==> src/rtl/core/tps_pkg.sv <==
`timescale 1ns / 1ps
`default_nettype none

package tps_pkg;

    localparam int          MAX_TRIG_WORDS_DEF = 4;
    localparam logic [31:0] IDLE_CONST         = 32'h7855_7855;
    localparam int          SEQ_STEPS          = 16;
    localparam int          STEP_W             = 4;
    localparam int          CFG_IDX_W          = 3;

    typedef enum logic [2:0] {
        MODE_TICK   = 3'd0,
        MODE_ENABLE = 3'd1,
        MODE_ABORT  = 3'd2,
        MODE_LOAD   = 3'd3,
        MODE_CMD    = 3'd4
    } t_mode;

    typedef enum logic [CFG_IDX_W-1:0] {
        CFG_TRIG_MODE   = 3'd0,
        CFG_TRIG_COUNT  = 3'd1,
        CFG_PERIOD      = 3'd2,
        CFG_DURATION    = 3'd3,
        CFG_WORD_LENGTH = 3'd4
    } t_cfg_idx;

    typedef enum logic [2:0] {
        S_IDLE,
        S_EXEC,
        S_DECIDE,
        S_RDWORD,
        S_LOADWORD,
        S_SHIFT,
        S_STATUS
    } t_state;

    typedef struct packed {
        logic        load;
        logic        step;
        logic [31:0] word;
    } t_ser_ctl;

    typedef struct packed {
        logic [3:0] nibble;
        logic       final_step;
    } t_ser_sts;

endpackage

`default_nettype wire

==> src/rtl/core/tps_if.sv <==
`timescale 1ns / 1ps
`default_nettype none

interface tps_in_if;
    logic        valid;
    logic        ready;
    logic [2:0]  mode;
    logic [1:0]  word_index;
    logic [31:0] data;
    modport source (output valid, mode, word_index, data, input ready);
    modport sink   (input valid, mode, word_index, data, output ready);
endinterface

interface tps_out_if;
    logic       valid;
    logic       ready;
    logic [3:0] seq_nibble;
    logic       seq_valid;
    logic       last;
    logic       trig_active;
    modport source (output valid, seq_nibble, seq_valid, last, trig_active, input ready);
    modport sink   (input valid, seq_nibble, seq_valid, last, trig_active, output ready);
endinterface

interface tps_cfg_if;
    logic                          valid;
    logic                          ready;
    logic [tps_pkg::CFG_IDX_W-1:0] index;
    logic [31:0]                   data;
    modport source (output valid, index, data, input ready);
    modport sink   (input valid, index, data, output ready);
endinterface

`default_nettype wire

==> src/rtl/core/tps_word_store.sv <==
`timescale 1ns / 1ps
`default_nettype none

module tps_word_store #(
    parameter int MAX_TRIG_WORDS = tps_pkg::MAX_TRIG_WORDS_DEF,
    localparam int IDX_W = (MAX_TRIG_WORDS > 1) ? $clog2(MAX_TRIG_WORDS) : 1
) (
    input  wire logic             i_clk,
    input  wire logic             i_wr_en,
    input  wire logic [IDX_W-1:0] i_wr_addr,
    input  wire logic [31:0]      i_wr_data,
    input  wire logic             i_rd_en,
    input  wire logic [IDX_W-1:0] i_rd_addr,
    output logic      [31:0]      o_rd_data
);

    logic [31:0] r_mem [MAX_TRIG_WORDS];
    logic [31:0] r_rd_data;

    always_ff @(posedge i_clk) begin
        if (i_wr_en) begin
            r_mem[i_wr_addr] <= i_wr_data;
        end
        if (i_rd_en) begin
            r_rd_data <= r_mem[i_rd_addr];
        end
    end

    assign o_rd_data = r_rd_data;

endmodule

`default_nettype wire

==> src/rtl/core/tps_serializer.sv <==
`timescale 1ns / 1ps
`default_nettype none

module tps_serializer (
    input  wire logic              i_clk,
    input  wire logic              i_rst_n,
    input  wire tps_pkg::t_ser_ctl i_ctl,
    output tps_pkg::t_ser_sts      o_sts
);

    logic [31:0]                r_cmd;
    logic [31:0]                r_idl;
    logic [tps_pkg::STEP_W-1:0] r_cnt;

    // one bit pair of each word per step, MSB first
    always_ff @(posedge i_clk) begin
        if (!i_rst_n) begin
            r_cnt <= '0;
        end else if (i_ctl.load) begin
            r_cnt <= '0;
        end else if (i_ctl.step) begin
            r_cnt <= r_cnt + 1'b1;
        end
    end

    always_ff @(posedge i_clk) begin
        if (i_ctl.load) begin
            r_cmd <= i_ctl.word;
            r_idl <= tps_pkg::IDLE_CONST;
        end else if (i_ctl.step) begin
            r_cmd <= {r_cmd[29:0], 2'b00};
            r_idl <= {r_idl[29:0], 2'b00};
        end
    end

    assign o_sts.nibble     = {r_idl[31:30], r_cmd[31:30]};
    assign o_sts.final_step = (r_cnt == tps_pkg::STEP_W'(tps_pkg::SEQ_STEPS - 1));

endmodule

`default_nettype wire

==> src/rtl/core/trigger_pattern_sequencer.sv <==
`timescale 1ns / 1ps
`default_nettype none

// Periodic trigger pattern sequencer. One input transaction is taken at a
// time: ready is high only while the sequencer is idle. A control
// transaction (idle tick, abort, load, enable with zero data, undefined mode)
// returns one status result. A firing returns 16 results per trigger word
// in use, last word first, one per cycle within a word while the output is
// not stalled, through a single 2-bit shift serializer; each word takes a
// registered word store read, a load and 16 shifts. A command word is loaded
// straight into the serializer and gives 16 results. trig_active on every
// result is the run state after its input has been handled. The output
// register lets the next transaction be accepted while the final result
// still waits to be taken.
module trigger_pattern_sequencer #(
    parameter int MAX_TRIG_WORDS = tps_pkg::MAX_TRIG_WORDS_DEF
) (
    input wire logic   i_clk,
    input wire logic   i_rst_n,
    tps_in_if.sink     i_in,
    tps_out_if.source  o_out,
    tps_cfg_if.sink    i_cfg
);

    localparam int IDX_W = (MAX_TRIG_WORDS > 1) ? $clog2(MAX_TRIG_WORDS) : 1;
    localparam logic [2:0] MAX_W = 3'(MAX_TRIG_WORDS);

    // configuration
    logic        r_trig_mode;
    logic [31:0] r_trig_count;
    logic [31:0] r_period;
    logic [31:0] r_duration;
    logic [2:0]  r_word_length;

    // run state
    tps_pkg::t_state r_state, n_state;
    logic [2:0]  r_loaded, n_loaded;
    logic        r_run, n_run;
    logic [31:0] r_remaining, n_remaining;
    logic [31:0] r_timer, n_timer;
    logic [31:0] r_elapsed, n_elapsed;
    logic [IDX_W-1:0] r_widx, n_widx;
    logic        r_is_cmd, n_is_cmd;

    // latched input
    logic [2:0]  r_in_mode;
    logic [1:0]  r_in_idx;
    logic [31:0] r_in_data;

    // output register
    logic        r_ov, n_ov;
    logic [3:0]  r_o_word, n_o_word;
    logic        r_o_sv, n_o_sv;
    logic        r_o_last, n_o_last;
    logic        r_o_act, n_o_act;

    logic              in_acc;
    logic              out_free;
    logic [2:0]        wl_sat;
    logic [2:0]        used;
    logic [31:0]       reload;
    logic              wr_en;
    logic              rd_en;
    logic [31:0]       rd_data;
    tps_pkg::t_ser_ctl ser_ctl;
    tps_pkg::t_ser_sts ser_sts;

    assign in_acc   = i_in.valid && i_in.ready;
    assign out_free = !r_ov || o_out.ready;
    assign wl_sat   = (r_word_length > MAX_W) ? MAX_W : r_word_length;
    assign used     = (wl_sat > r_loaded) ? r_loaded : wl_sat;
    assign reload   = (r_period == 32'd0) ? 32'd1 : r_period;

    assign i_in.ready  = (r_state == tps_pkg::S_IDLE);
    assign i_cfg.ready = 1'b1;

    assign o_out.valid       = r_ov;
    assign o_out.seq_nibble  = r_o_word;
    assign o_out.seq_valid   = r_o_sv;
    assign o_out.last        = r_o_last;
    assign o_out.trig_active = r_o_act;

    tps_word_store #(
        .MAX_TRIG_WORDS(MAX_TRIG_WORDS)
    ) u_store (
        .i_clk     (i_clk),
        .i_wr_en   (wr_en),
        .i_wr_addr (r_in_idx[IDX_W-1:0]),
        .i_wr_data (r_in_data),
        .i_rd_en   (rd_en),
        .i_rd_addr (r_widx),
        .o_rd_data (rd_data)
    );

    tps_serializer u_ser (
        .i_clk   (i_clk),
        .i_rst_n (i_rst_n),
        .i_ctl   (ser_ctl),
        .o_sts   (ser_sts)
    );

    always_ff @(posedge i_clk) begin
        if (!i_rst_n) begin
            r_trig_mode   <= 1'b0;
            r_trig_count  <= '0;
            r_period      <= 32'd1;
            r_duration    <= '0;
            r_word_length <= '0;
        end else if (i_cfg.valid && i_cfg.ready) begin
            case (i_cfg.index)
                tps_pkg::CFG_TRIG_MODE:   r_trig_mode   <= i_cfg.data[0];
                tps_pkg::CFG_TRIG_COUNT:  r_trig_count  <= i_cfg.data;
                tps_pkg::CFG_PERIOD:      r_period      <= i_cfg.data;
                tps_pkg::CFG_DURATION:    r_duration    <= i_cfg.data;
                tps_pkg::CFG_WORD_LENGTH: r_word_length <= i_cfg.data[2:0];
                default: ;
            endcase
        end
    end

    always_ff @(posedge i_clk) begin
        if (in_acc) begin
            r_in_mode <= i_in.mode;
            r_in_idx  <= i_in.word_index;
            r_in_data <= i_in.data;
        end
        r_o_word <= n_o_word;
        r_o_sv   <= n_o_sv;
        r_o_last <= n_o_last;
        r_o_act  <= n_o_act;
        r_widx   <= n_widx;
        r_is_cmd <= n_is_cmd;
    end

    always_ff @(posedge i_clk) begin
        if (!i_rst_n) begin
            r_state     <= tps_pkg::S_IDLE;
            r_loaded    <= '0;
            r_run       <= 1'b0;
            r_remaining <= '0;
            r_timer     <= '0;
            r_elapsed   <= '0;
            r_ov        <= 1'b0;
        end else begin
            r_state     <= n_state;
            r_loaded    <= n_loaded;
            r_run       <= n_run;
            r_remaining <= n_remaining;
            r_timer     <= n_timer;
            r_elapsed   <= n_elapsed;
            r_ov        <= n_ov;
        end
    end

    always_comb begin
        n_state     = r_state;
        n_loaded    = r_loaded;
        n_run       = r_run;
        n_remaining = r_remaining;
        n_timer     = r_timer;
        n_elapsed   = r_elapsed;
        n_widx      = r_widx;
        n_is_cmd    = r_is_cmd;
        n_ov        = r_ov && !o_out.ready;
        n_o_word    = r_o_word;
        n_o_sv      = r_o_sv;
        n_o_last    = r_o_last;
        n_o_act     = r_o_act;
        wr_en       = 1'b0;
        rd_en       = 1'b0;
        ser_ctl     = '{load: 1'b0, step: 1'b0, word: r_in_data};

        case (r_state)
            tps_pkg::S_IDLE: begin
                if (in_acc) begin
                    n_state = tps_pkg::S_EXEC;
                end
            end

            tps_pkg::S_EXEC: begin
                n_state  = tps_pkg::S_STATUS;
                n_is_cmd = 1'b0;
                case (r_in_mode)
                    tps_pkg::MODE_TICK: begin
                        if (r_run) begin
                            if (r_elapsed != 32'hFFFF_FFFF) begin
                                n_elapsed = r_elapsed + 32'd1;
                            end
                            if (r_timer > 32'd1) begin
                                n_timer = r_timer - 32'd1;
                            end else begin
                                n_timer = '0;
                                n_state = tps_pkg::S_DECIDE;
                            end
                        end
                    end
                    tps_pkg::MODE_ENABLE: begin
                        n_run       = 1'b0;
                        if (r_in_data != 32'd0) begin
                            n_elapsed   = '0;
                            n_remaining = '0;
                            n_timer     = '0;
                            if (r_trig_mode ? (r_duration != 32'd0)
                                            : (r_trig_count != 32'd0)) begin
                                if (!r_trig_mode) begin
                                    n_remaining = r_trig_count - 32'd1;
                                end
                                n_run   = 1'b1;
                                n_timer = reload;
                                if (used != 3'd0) begin
                                    n_widx  = IDX_W'(used - 3'd1);
                                    n_state = tps_pkg::S_RDWORD;
                                end
                            end
                        end
                    end
                    tps_pkg::MODE_ABORT: begin
                        n_run = 1'b0;
                    end
                    tps_pkg::MODE_LOAD: begin
                        if ({1'b0, r_in_idx} < MAX_W) begin
                            wr_en = 1'b1;
                            if (r_loaded < ({1'b0, r_in_idx} + 3'd1)) begin
                                n_loaded = {1'b0, r_in_idx} + 3'd1;
                            end
                        end
                    end
                    tps_pkg::MODE_CMD: begin
                        ser_ctl.load = 1'b1;
                        n_is_cmd     = 1'b1;
                        n_state      = tps_pkg::S_SHIFT;
                    end
                    default: ;
                endcase
            end

            tps_pkg::S_DECIDE: begin
                // period end: fire again or stop
                n_state = tps_pkg::S_STATUS;
                if (r_trig_mode ? (r_elapsed >= r_duration)
                                : (r_remaining == 32'd0)) begin
                    n_run = 1'b0;
                end else begin
                    if (!r_trig_mode) begin
                        n_remaining = r_remaining - 32'd1;
                    end
                    n_timer = reload;
                    if (used != 3'd0) begin
                        n_widx  = IDX_W'(used - 3'd1);
                        n_state = tps_pkg::S_RDWORD;
                    end
                end
            end

            tps_pkg::S_RDWORD: begin
                rd_en   = 1'b1;
                n_state = tps_pkg::S_LOADWORD;
            end

            tps_pkg::S_LOADWORD: begin
                ser_ctl.load = 1'b1;
                ser_ctl.word = rd_data;
                n_state      = tps_pkg::S_SHIFT;
            end

            tps_pkg::S_SHIFT: begin
                if (out_free) begin
                    n_ov         = 1'b1;
                    n_o_word     = ser_sts.nibble;
                    n_o_sv       = 1'b1;
                    n_o_act      = r_run;
                    n_o_last     = ser_sts.final_step && (r_is_cmd || r_widx == '0);
                    ser_ctl.step = 1'b1;
                    if (ser_sts.final_step) begin
                        if (r_is_cmd || r_widx == '0) begin
                            n_state = tps_pkg::S_IDLE;
                        end else begin
                            n_widx  = r_widx - 1'b1;
                            n_state = tps_pkg::S_RDWORD;
                        end
                    end
                end
            end

            tps_pkg::S_STATUS: begin
                if (out_free) begin
                    n_ov     = 1'b1;
                    n_o_word = '0;
                    n_o_sv   = 1'b0;
                    n_o_last = 1'b1;
                    n_o_act  = r_run;
                    n_state  = tps_pkg::S_IDLE;
                end
            end

            default: begin
                n_state = tps_pkg::S_IDLE;
            end
        endcase
    end

    a_busy_after_accept: assert property (@(posedge i_clk) disable iff (!i_rst_n)
        in_acc |=> !i_in.ready)
        else $error("input accepted while a transaction is in progress");

    a_status_is_last: assert property (@(posedge i_clk) disable iff (!i_rst_n)
        (o_out.valid && !o_out.seq_valid) |-> (o_out.last && o_out.seq_nibble == 4'd0))
        else $error("status result not marked last or carries data");

    a_shift_only_after_load: assert property (@(posedge i_clk) disable iff (!i_rst_n)
        (r_state == tps_pkg::S_SHIFT) |-> ($past(r_state) == tps_pkg::S_SHIFT ||
        $past(r_state) == tps_pkg::S_LOADWORD || $past(r_state) == tps_pkg::S_EXEC))
        else $error("serializer shifting without a loaded word");

    a_out_stall_holds: assert property (@(posedge i_clk) disable iff (!i_rst_n)
        (r_state == tps_pkg::S_SHIFT && !out_free) |=> $stable(r_widx))
        else $error("word index moved during output stall");

endmodule

`default_nettype wire
==> src/flat_wrapper.sv <==
// flat-port wrapper written by rule: the top's interface ports become plain ports
module trigger_pattern_sequencer_flat 
#(
    parameter int MAX_TRIG_WORDS = tps_pkg::MAX_TRIG_WORDS_DEF
)
  (i_clk, i_rst_n, i_in_valid, i_in_mode, i_in_word_index, i_in_data, i_in_ready, o_out_valid, o_out_seq_nibble, o_out_seq_valid, o_out_last, o_out_trig_active, o_out_ready, i_cfg_valid, i_cfg_index, i_cfg_data, i_cfg_ready);
  tps_in_if i_in_i ();
  tps_out_if o_out_i ();
  tps_cfg_if i_cfg_i ();
  input wire logic i_clk;
  input wire logic i_rst_n;
  input wire logic [$bits(i_in_i.valid)-1:0] i_in_valid;
  input wire logic [$bits(i_in_i.mode)-1:0] i_in_mode;
  input wire logic [$bits(i_in_i.word_index)-1:0] i_in_word_index;
  input wire logic [$bits(i_in_i.data)-1:0] i_in_data;
  output wire logic [$bits(i_in_i.ready)-1:0] i_in_ready;
  output wire logic [$bits(o_out_i.valid)-1:0] o_out_valid;
  output wire logic [$bits(o_out_i.seq_nibble)-1:0] o_out_seq_nibble;
  output wire logic [$bits(o_out_i.seq_valid)-1:0] o_out_seq_valid;
  output wire logic [$bits(o_out_i.last)-1:0] o_out_last;
  output wire logic [$bits(o_out_i.trig_active)-1:0] o_out_trig_active;
  input wire logic [$bits(o_out_i.ready)-1:0] o_out_ready;
  input wire logic [$bits(i_cfg_i.valid)-1:0] i_cfg_valid;
  input wire logic [$bits(i_cfg_i.index)-1:0] i_cfg_index;
  input wire logic [$bits(i_cfg_i.data)-1:0] i_cfg_data;
  output wire logic [$bits(i_cfg_i.ready)-1:0] i_cfg_ready;
  assign i_in_i.valid = i_in_valid;
  assign i_in_i.mode = i_in_mode;
  assign i_in_i.word_index = i_in_word_index;
  assign i_in_i.data = i_in_data;
  assign i_in_ready = i_in_i.ready;
  assign o_out_valid = o_out_i.valid;
  assign o_out_seq_nibble = o_out_i.seq_nibble;
  assign o_out_seq_valid = o_out_i.seq_valid;
  assign o_out_last = o_out_i.last;
  assign o_out_trig_active = o_out_i.trig_active;
  assign o_out_i.ready = o_out_ready;
  assign i_cfg_i.valid = i_cfg_valid;
  assign i_cfg_i.index = i_cfg_index;
  assign i_cfg_i.data = i_cfg_data;
  assign i_cfg_ready = i_cfg_i.ready;
  trigger_pattern_sequencer #(.MAX_TRIG_WORDS(MAX_TRIG_WORDS)) u_core (.i_clk(i_clk), .i_rst_n(i_rst_n), .i_in(i_in_i), .o_out(o_out_i), .i_cfg(i_cfg_i));
endmodule
==> config.mk <==
export PLATFORM = sky130hd
export DESIGN_NAME = trigger_pattern_sequencer_flat
export DESIGN_NICKNAME = d
export VERILOG_FILES = /design/src/rtl/core/tps_pkg.sv /design/src/rtl/core/tps_if.sv /design/src/rtl/core/tps_word_store.sv /design/src/rtl/core/tps_serializer.sv /design/src/rtl/core/trigger_pattern_sequencer.sv /design/src/flat_wrapper.sv
export SDC_FILE = /design/constraint.sdc
export NUM_CORES = 1
export LEC_CHECK = 0
export BUFFER_PORTS_ARGS = -buffer_cell sky130_fd_sc_hd__buf_2
export CORE_ASPECT_RATIO = 0.7
export CORE_MARGIN = 3
export CORE_UTILIZATION = 44
export CTS_BUF_LIST = sky130_fd_sc_hd__clkbuf_8 sky130_fd_sc_hd__clkbuf_16
export DETAILED_ROUTE_END_ITERATION = 6
export HOLD_SLACK_MARGIN = 0.15
export PLACE_DENSITY = 0.67
export SYNTH_ARGS = -nofsm -noshare
export SYNTH_HDL_FRONTEND = slang
export SYNTH_SLANG_ARGS = --single-unit
==> constraint.sdc <==
create_clock -name i_clk -period 6.4 [get_ports i_clk]
set_clock_uncertainty 0.1 [all_clocks]
set_input_delay 1.28 -clock i_clk [delete_from_list [all_inputs] [get_ports i_clk]]
set_output_delay 1.28 -clock i_clk [all_outputs]
set_load 0.005 [all_outputs]
; Word level (Yosys, flattened, before mapping)
; Memories as Yosys holds them, arrays and structs flattened. A register that Yosys moved wholly into a read port is not among the register bits.
; Index checks and enable logic that the tools add are counted.
[word_totals]
n_memories = 1
ram_bits = 128
mem_bits_ro = 0
register_bits = 314
output_inout_bits = 10
inputBits = 77
word_cells = 183
latch_bits = 0
[op_classes]
n_reduce_logical = 38
n_div = 0
eq_ne = 34
bitwise = 1
n_addsub = 8
shifts = 0
mux = 72
n_mul = 0
n_lt_le_gt_ge = 5
[mem_list]
columns = memory, words, width, rd, rd_clocked_by_memory_dff, write_ports, line_no
row1 = u_core.u_store.r_mem, 4, 32, 1, 1, 1, tps_word_store.sv:17  ; logic [31:0] r_mem [MAX_TRIG_WORDS];
[ops]
columns = cell, count
row1 = 32-bit two-way mux, 18
row2 = 32-bit case mux with 2 select lines, 4
row3 = 32-bit nonzero test, 3
row4 = 32-bit by 1-bit subtractor with 32-bit output (second input constant), 3
row5 = 32-bit zero test, 2
row6 = 3-bit two-way mux, 12
row7 = 32-bit by 1-bit adder with 32-bit output (second input constant), 1
row8 = 32-bit greater-or-equal comparator, 1
row9 = 32-bit by 1-bit greater-than comparator with 1-bit output (second input constant), 1
row10 = 32-bit != test (second input constant), 1
row11 = 3-bit case mux with 7 select lines, 1
row12 = 3-bit by 2-bit == test with 1-bit output (second input constant), 6
row13 = 1-bit two-way mux, 18
row14 = 2-bit two-way mux, 9
row15 = 2-bit by 1-bit != test with 1-bit output (second input constant), 9
row16 = 3-bit == test (second input constant), 5
row17 = 5-bit AND reduction, 3
row18 = 2-bit AND reduction, 6
row19 = 2-bit != test (second input constant), 5
row20 = 1-bit case mux with 2 select lines, 5
row21 = 3-bit by 1-bit == test with 1-bit output (second input constant), 3
row22 = 3-bit zero test, 3
row23 = 3-bit case mux with 3 select lines, 1
row24 = 3-bit AND reduction, 3
row25 = other kinds (22), 35

; Logic depth before layout (Yosys ltp)
[logic_depth]
depth_word = 10
depth_mapped = 11
mapped_depth_nobuf = 10

; Hierarchy
; From an unflattened synthesis, not the netlist that was laid out.
[unflattened]
hier_cells = 1975
hier_area_um2 = 21285.4
[modules_own_cells]
columns = module, cells_each, seq_area_each_um2, area_per_inst_um2, n_inst
row1 = trigger_pattern_sequencer, 1599, 5495.3, 13135.1, 1
row2 = tps_word_store, 203, 4804.6, 5650.4, 1
row3 = tps_serializer, 173, 1541.5, 2499.9, 1

; Worst setup path after synthesis
; Ideal clock, no wire load.
[synth_timing]
kind = reg2reg
start = reg u_core.r_state[1]
end = mem u_core.u_store.r_mem[3][0], enable pin
setup_ns = 0.501
t_arrival_ns = 4.058
path_stages_with_launch = 5
n_path_buf = 2
required_ns = 5.799
path_slack_ns = 1.741
period_less_slack_ns = 4.659
cell_sequence = dfxtp_1 > buf_2 > or3b_1 > clkbuf_1 > nor4_1
[synth_between]
elab_chain_cells = 4
[synth_rtl]
columns = item, line_no
row1 = start: declaration, trigger_pattern_sequencer.sv:36  ; tps_pkg::t_state r_state, n_state;
row2 = start signal: assignment, trigger_pattern_sequencer.sv:137  ; r_state <= tps_pkg::S_IDLE;
row3 = start signal: assignment, trigger_pattern_sequencer.sv:145  ; r_state <= n_state;
row4 = 3-bit by 1-bit == test with 1-bit output, trigger_pattern_sequencer.sv:173  ; case (r_state)
row5 = 1-bit two-way mux, trigger_pattern_sequencer.sv:173
row6 = 1-bit two-way mux, tps_word_store.sv:21  ; if (i_wr_en) begin
row7 = 1-bit two-way mux (implied by the code), tps_word_store.sv:22  ; r_mem[i_wr_addr] <= i_wr_data;
row8 = end: declaration, tps_word_store.sv:17
; Every way passes these cells.

; Worst setup path after layout
[layout_timing]
start = reg u_core.r_in_data[16]
end = reg u_core.r_timer[23]
[layout_between]
elab_chain_cells = 3
[layout_rtl]
columns = item, line_no
row1 = start: declaration, trigger_pattern_sequencer.sv:48  ; logic [31:0] r_in_data;
row2 = start signal: assignment, trigger_pattern_sequencer.sv:125  ; r_in_data <= i_in.data;
row3 = 32-bit nonzero test, trigger_pattern_sequencer.sv:199  ; if (r_in_data != 32'd0) begin
row4 = 3-bit by 2-bit != test with 1-bit output (no source line), -
row5 = 5-bit AND reduction (no source line), -
row6 = end signal: assignment, trigger_pattern_sequencer.sv:149  ; r_timer <= n_timer;
row7 = end: declaration, trigger_pattern_sequencer.sv:40  ; logic [31:0] r_timer, n_timer;
; Every way passes these cells.
; A chain may end at the register's enable or synchronous reset.

==> impl_metrics.xml <==
<?xml version="1.0" encoding="UTF-8"?>
<metrics>
  <group name="cts">
    <metric name="numCtsBuffers" unit="">46</metric>
    <metric name="cts-resized-gates" unit="">0</metric>
    <metric name="ctsHtreeMaxLevel" unit="">2</metric>
    <metric name="cts_setup_buffers" unit="">0</metric>
    <metric name="clk_root_buffer_cell" unit="">sky130_fd_sc_hd__clkbuf_16</metric>
    <metric name="cts_sinks" unit="">472</metric>
    <metric name="ctsLongestPathBuffers" unit="">3</metric>
    <metric name="clk-insertion-delay-late" unit="ns">0.58</metric>
    <metric name="cts_hold_repair.buffers" unit="">0</metric>
    <metric name="cts_tree" unit="">done</metric>
    <metric name="clk_pin_slew" unit="ns">0.06</metric>
  </group>
  <group name="final_layout">
    <metric name="multi_input_area" unit="µm²">8591</metric>
    <metric name="layout.cells.most_common" unit="">sky130_fd_sc_hd__nand2_1</metric>
    <metric name="final_cell_mix" unit="">377 x sky130_fd_sc_hd__nand2_1, 239 x sky130_fd_sc_hd__edfxtp_1, 233 x sky130_fd_sc_hd__dfxtp_1</metric>
    <metric name="synthToLayoutAreaGrowth" unit="%">12.49</metric>
    <metric name="final_layout_size_suffix_gt1_share" unit="%">11.33</metric>
    <metric name="final_cells" unit="">2715</metric>
    <metric name="register_area" unit="µm²">11840</metric>
    <metric name="finish.net_count" unit="">2192</metric>
    <metric name="layout.filler_cells" unit="">4059</metric>
  </group>
  <group name="die">
    <metric name="pin_count" unit="">87</metric>
    <metric name="die_area" unit="µm²">50460</metric>
    <metric name="fp.coreArea" unit="µm²">46820</metric>
    <metric name="row_count" unit="">66</metric>
    <metric name="die_x" unit="µm">267.2</metric>
    <metric name="initial_core_util" unit="%">44.88</metric>
    <metric name="chipHeight" unit="µm">188.8</metric>
  </group>
  <group name="synth">
    <metric name="synth_area" unit="µm²">21020</metric>
    <metric name="ys_seq_elements" unit="">472</metric>
    <metric name="synth.area.top_cells" unit="">sky130_fd_sc_hd__edfxtp_1 34%, sky130_fd_sc_hd__dfxtp_1 22%, sky130_fd_sc_hd__nand2_1 6.7%</metric>
    <metric name="synthesis.yosys.warnings" unit="">0</metric>
    <metric name="main_synth_ff_type" unit="">sky130_fd_sc_hd__edfxtp_1</metric>
    <metric name="synthDistinctLibCells" unit="">74</metric>
    <metric name="postSynthCellCount" unit="">2025</metric>
    <metric name="synth_area_leader_cell" unit="">sky130_fd_sc_hd__edfxtp_1</metric>
    <metric name="synth-edff-count" unit="">239</metric>
    <metric name="ys_async_sr_fraction" unit="%">0</metric>
    <metric name="synth_top_area_share" unit="%">34.15</metric>
    <metric name="syn_area_per_cell" unit="µm²">10.38</metric>
    <metric name="synth_fp_nets" unit="">2151</metric>
    <metric name="sequential_share_of_the_synthesized_area" unit="%">56.35</metric>
  </group>
  <group name="setup_path">
    <metric name="worst_setup_path_end_kind" unit="">register</metric>
    <metric name="critical_path_peak_fanout" unit="">64</metric>
    <metric name="reg2reg_depth" unit="">8</metric>
    <metric name="crit_path_max_incr_delay" unit="ns">0.96</metric>
    <metric name="timing.reg2reg.setup_slack" unit="ns">2.47</metric>
    <metric name="crit-reg2reg-capture" unit="">u_core.r_timer[23]</metric>
    <metric name="cp_cell_sequence" unit="">nor4_1 &gt; nand4_1 &gt; o311ai_0 &gt; o21a_1 &gt; o31ai_4 &gt; buf_4 &gt; and3_1 &gt; a31o_1</metric>
    <metric name="rr_startpoint" unit="">u_core.r_in_data[16]</metric>
    <metric name="start_to_end_type_of_the_worst_setup_path" unit="">register to register</metric>
    <metric name="required_time_of_the_worst_setup_path" unit="ns">6.76</metric>
    <metric name="cpMaxStageDelayCell" unit="">sky130_fd_sc_hd__o311ai_0</metric>
    <metric name="critical_path_arrival" unit="ns">4.29</metric>
    <metric name="worst_setup_path_start_kind" unit="">register</metric>
  </group>
  <group name="timing">
    <metric name="setup_violations" unit="">0</metric>
    <metric name="slew_headroom" unit="%">15.38</metric>
    <metric name="finalCriticalPeriod" unit="ns">3.934</metric>
    <metric name="finalSetupTns" unit="ns">0</metric>
    <metric name="clock.fmax" unit="MHz">254.2</metric>
    <metric name="tightestPinTransition" unit="ns">1.266</metric>
    <metric name="grt_setup_unrepaired" unit="">false</metric>
    <metric name="timing.final.ws_setup" unit="ns">2.466</metric>
    <metric name="timing_max_transition_violations_final" unit="">0</metric>
    <metric name="layout_worst_path_cycle_share" unit="%">61.47</metric>
    <metric name="finalHoldViolCount" unit="">0</metric>
  </group>
  <group name="detailed_routing">
    <metric name="drc" unit="">0</metric>
    <metric name="first_iter_violations" unit="">1605</metric>
    <metric name="avgRoutedWirePerCell" unit="µm">19.38</metric>
    <metric name="detail_route.first_pass.iterations" unit="">5</metric>
    <metric name="postRouteWirelength" unit="µm">52610</metric>
    <metric name="ant_nets" unit="">0</metric>
    <metric name="post_drt_via_cell_ratio" unit="">5.771</metric>
    <metric name="vias" unit="">15670</metric>
  </group>
  <group name="flow_run">
    <metric name="drv.max_cap_violation_count" unit="">0</metric>
  </group>
  <group name="grt">
    <metric name="global_route_wire_length_before_repair" unit="µm">82660</metric>
    <metric name="number_of_global_route_vias_before_repair" unit="">14630</metric>
    <metric name="gr-total-overflow" unit="">0</metric>
    <metric name="grt_antenna_before_repair" unit="">3</metric>
    <metric name="global_route_usage_over_all_layers" unit="%">20.64</metric>
    <metric name="pin_count_of_the_biggest_net_entering_global_routing" unit="">78</metric>
  </group>
  <group name="placed_design">
    <metric name="numPortBuffers" unit="">85</metric>
    <metric name="placement.setup.worst_slack" unit="ns">2.749</metric>
    <metric name="detailedPlacementHpwl" unit="µm">34880</metric>
    <metric name="numPlacedInstances" unit="">2630</metric>
    <metric name="place.gp.congestion" unit="">0.8978</metric>
  </group>
  <group name="min_path">
    <metric name="holdCritPathClass" unit="">register to register</metric>
    <metric name="min-delay-start" unit="">u_core.u_ser.r_idl[31]</metric>
    <metric name="hold_path_depth" unit="">2</metric>
    <metric name="worstHoldEndpoint" unit="">u_core.u_ser.r_idl[31]</metric>
  </group>
  <group name="pwr">
    <metric name="total_power" unit="mW">11.74</metric>
    <metric name="power.ir.vdd_worst" unit="V">0.0005431</metric>
    <metric name="power.static_leakage" unit="nW">8.359</metric>
    <metric name="power.density" unit="nW/µm²">496.7</metric>
  </group>
  <group name="status">
    <metric name="outcome" unit="">finished, final reports clean</metric>
  </group>
</metrics>
cells by family (layout without fill, tap and decap cells):
family / after synthesis / count (layout) / share of synthesized area, %
AND/OR/NAND/NOR: 791 / 791 / 17.25
flip-flops: 472 / 472 / 56.35
AO/OA/AOI/OAI: 393 / 393 / 11.76
buffers and inverters: 168 / 243 / 3.078
XOR/XNOR: 78 / 78 / 3.251
multiplexers: 73 / 73 / 5.382
adder cells (fa/ha/maj): 49 / 49 / 2.917
other: 1 / 4 / 0.01784
cell type report:
| type | instances | share of cell area, % |
|---|---|---|
| diodes | 3 | 0.03176 |
| clock buffers | 48 | 4.986 |
| clock inverters | 34 | 1.964 |
| inverters | 55 | 0.8839 |
| multi-input cells | 1385 | 36.34 |
| flip-flops and latches | 472 | 50.09 |
| well taps | 612 | 3.239 |
| repair buffers | 106 | 2.466 |
cells in the mapped netlist (8+ instances only):
master and count:
sky130_fd_sc_hd__buf_2 10, sky130_fd_sc_hd__dfxtp_1 233, sky130_fd_sc_hd__or3_1 12, sky130_fd_sc_hd__a211oi_1 20, sky130_fd_sc_hd__and2_1 14, sky130_fd_sc_hd__xor2_1 36, sky130_fd_sc_hd__a22oi_1 27, sky130_fd_sc_hd__xnor2_1 42
sky130_fd_sc_hd__nor3_1 48, sky130_fd_sc_hd__mux4_2 32, sky130_fd_sc_hd__mux2i_1 41, sky130_fd_sc_hd__and3_1 14, sky130_fd_sc_hd__nand3_1 50, sky130_fd_sc_hd__o31ai_1 8, sky130_fd_sc_hd__a21oi_1 149, sky130_fd_sc_hd__nor2_1 138
sky130_fd_sc_hd__o21ai_0 82, sky130_fd_sc_hd__nand4_1 32, sky130_fd_sc_hd__nor3b_1 12, sky130_fd_sc_hd__nand2_1 377, sky130_fd_sc_hd__ha_1 49, sky130_fd_sc_hd__clkbuf_1 95, sky130_fd_sc_hd__inv_1 54, sky130_fd_sc_hd__o22ai_1 16
sky130_fd_sc_hd__edfxtp_1 239, sky130_fd_sc_hd__nor4_1 53, sky130_fd_sc_hd__a32o_1 14
sequential cells by signal (all words and copies together) (netlist names), 3 cells and up:
signal                    flops
u_core.u_ser.r_idl           25
u_core.r_timer               32
u_core.r_remaining           32
u_core.r_duration            32
u_core.r_in_mode              3
u_core.u_store.o_rd_data     32
u_core.u_ser.r_cnt            4
u_core.o_out.seq_nibble       4
u_core.r_in_data             32
u_core.r_elapsed             32
u_core.r_word_length          3
u_core.r_state                3
u_core.r_loaded               3
u_core.r_period              32
u_core.u_ser.r_cmd           32
u_core.r_trig_count          32
u_core.u_store.r_mem        128
worst max-delay path: cells and delay by family (launching register included):
family	cells	cell delay (ns)
AND/OR/NAND/NOR	3	1.39
buffers and inverters	1	0.31
flip-flops	1	0.49
AO/OA/AOI/OAI	4	1.47
power by group:
part | leakage, nW | internal (mW) | switching [mW]
Sequential | 4.06 | 3.72 | 0.354
Combinational | 3.46 | 1.71 | 3.02
Clock | 0.839 | 1.75 | 1.19
worst max path at each step:
| stage | startpoint | to | slack [ns] | cells after the start |
|---|---|---|---|---|
| floorplan | u_core.r_state[1] | u_core.u_store.r_mem[3][0] | 1.74 | 4 |
| CTS | u_core.r_in_data[16] | u_core.r_timer[23] | 2.62 | 8 |
| finish | u_core.r_in_data[16] | u_core.r_timer[23] | 2.47 | 8 |
| detailed placement | u_core.r_in_data[16] | u_core.r_timer[23] | 2.75 | 8 |
| global placement | u_core.r_in_data[16] | u_core.r_timer[23] | 2.71 | 8 |
| global route | u_core.r_in_data[16] | u_core.r_timer[23] | 2.43 | 8 |
metal layers:
metal / GRT usage, % / wire length (µm)
met2: 30.12 / 22840
met3: 4.125 / 3850
met4: 4.699 / 822
met5: 0 / 0
met1: 31.55 / 25090
stage by stage:
stage	hold WS (ns)	cell area (µm²)	utilization, %
6_report	0.3494	23640	50.49
5_1_grt	0.3646	23640	50.49
4_1_cts	0.3527	23630	50.47
3_5_place_dp	0.3424	21990	46.96
3_3_place_gp	0.3309	21990	46.96
2_1_floorplan	0.3227	21020	-
Power figures use the tool's default switching activity.
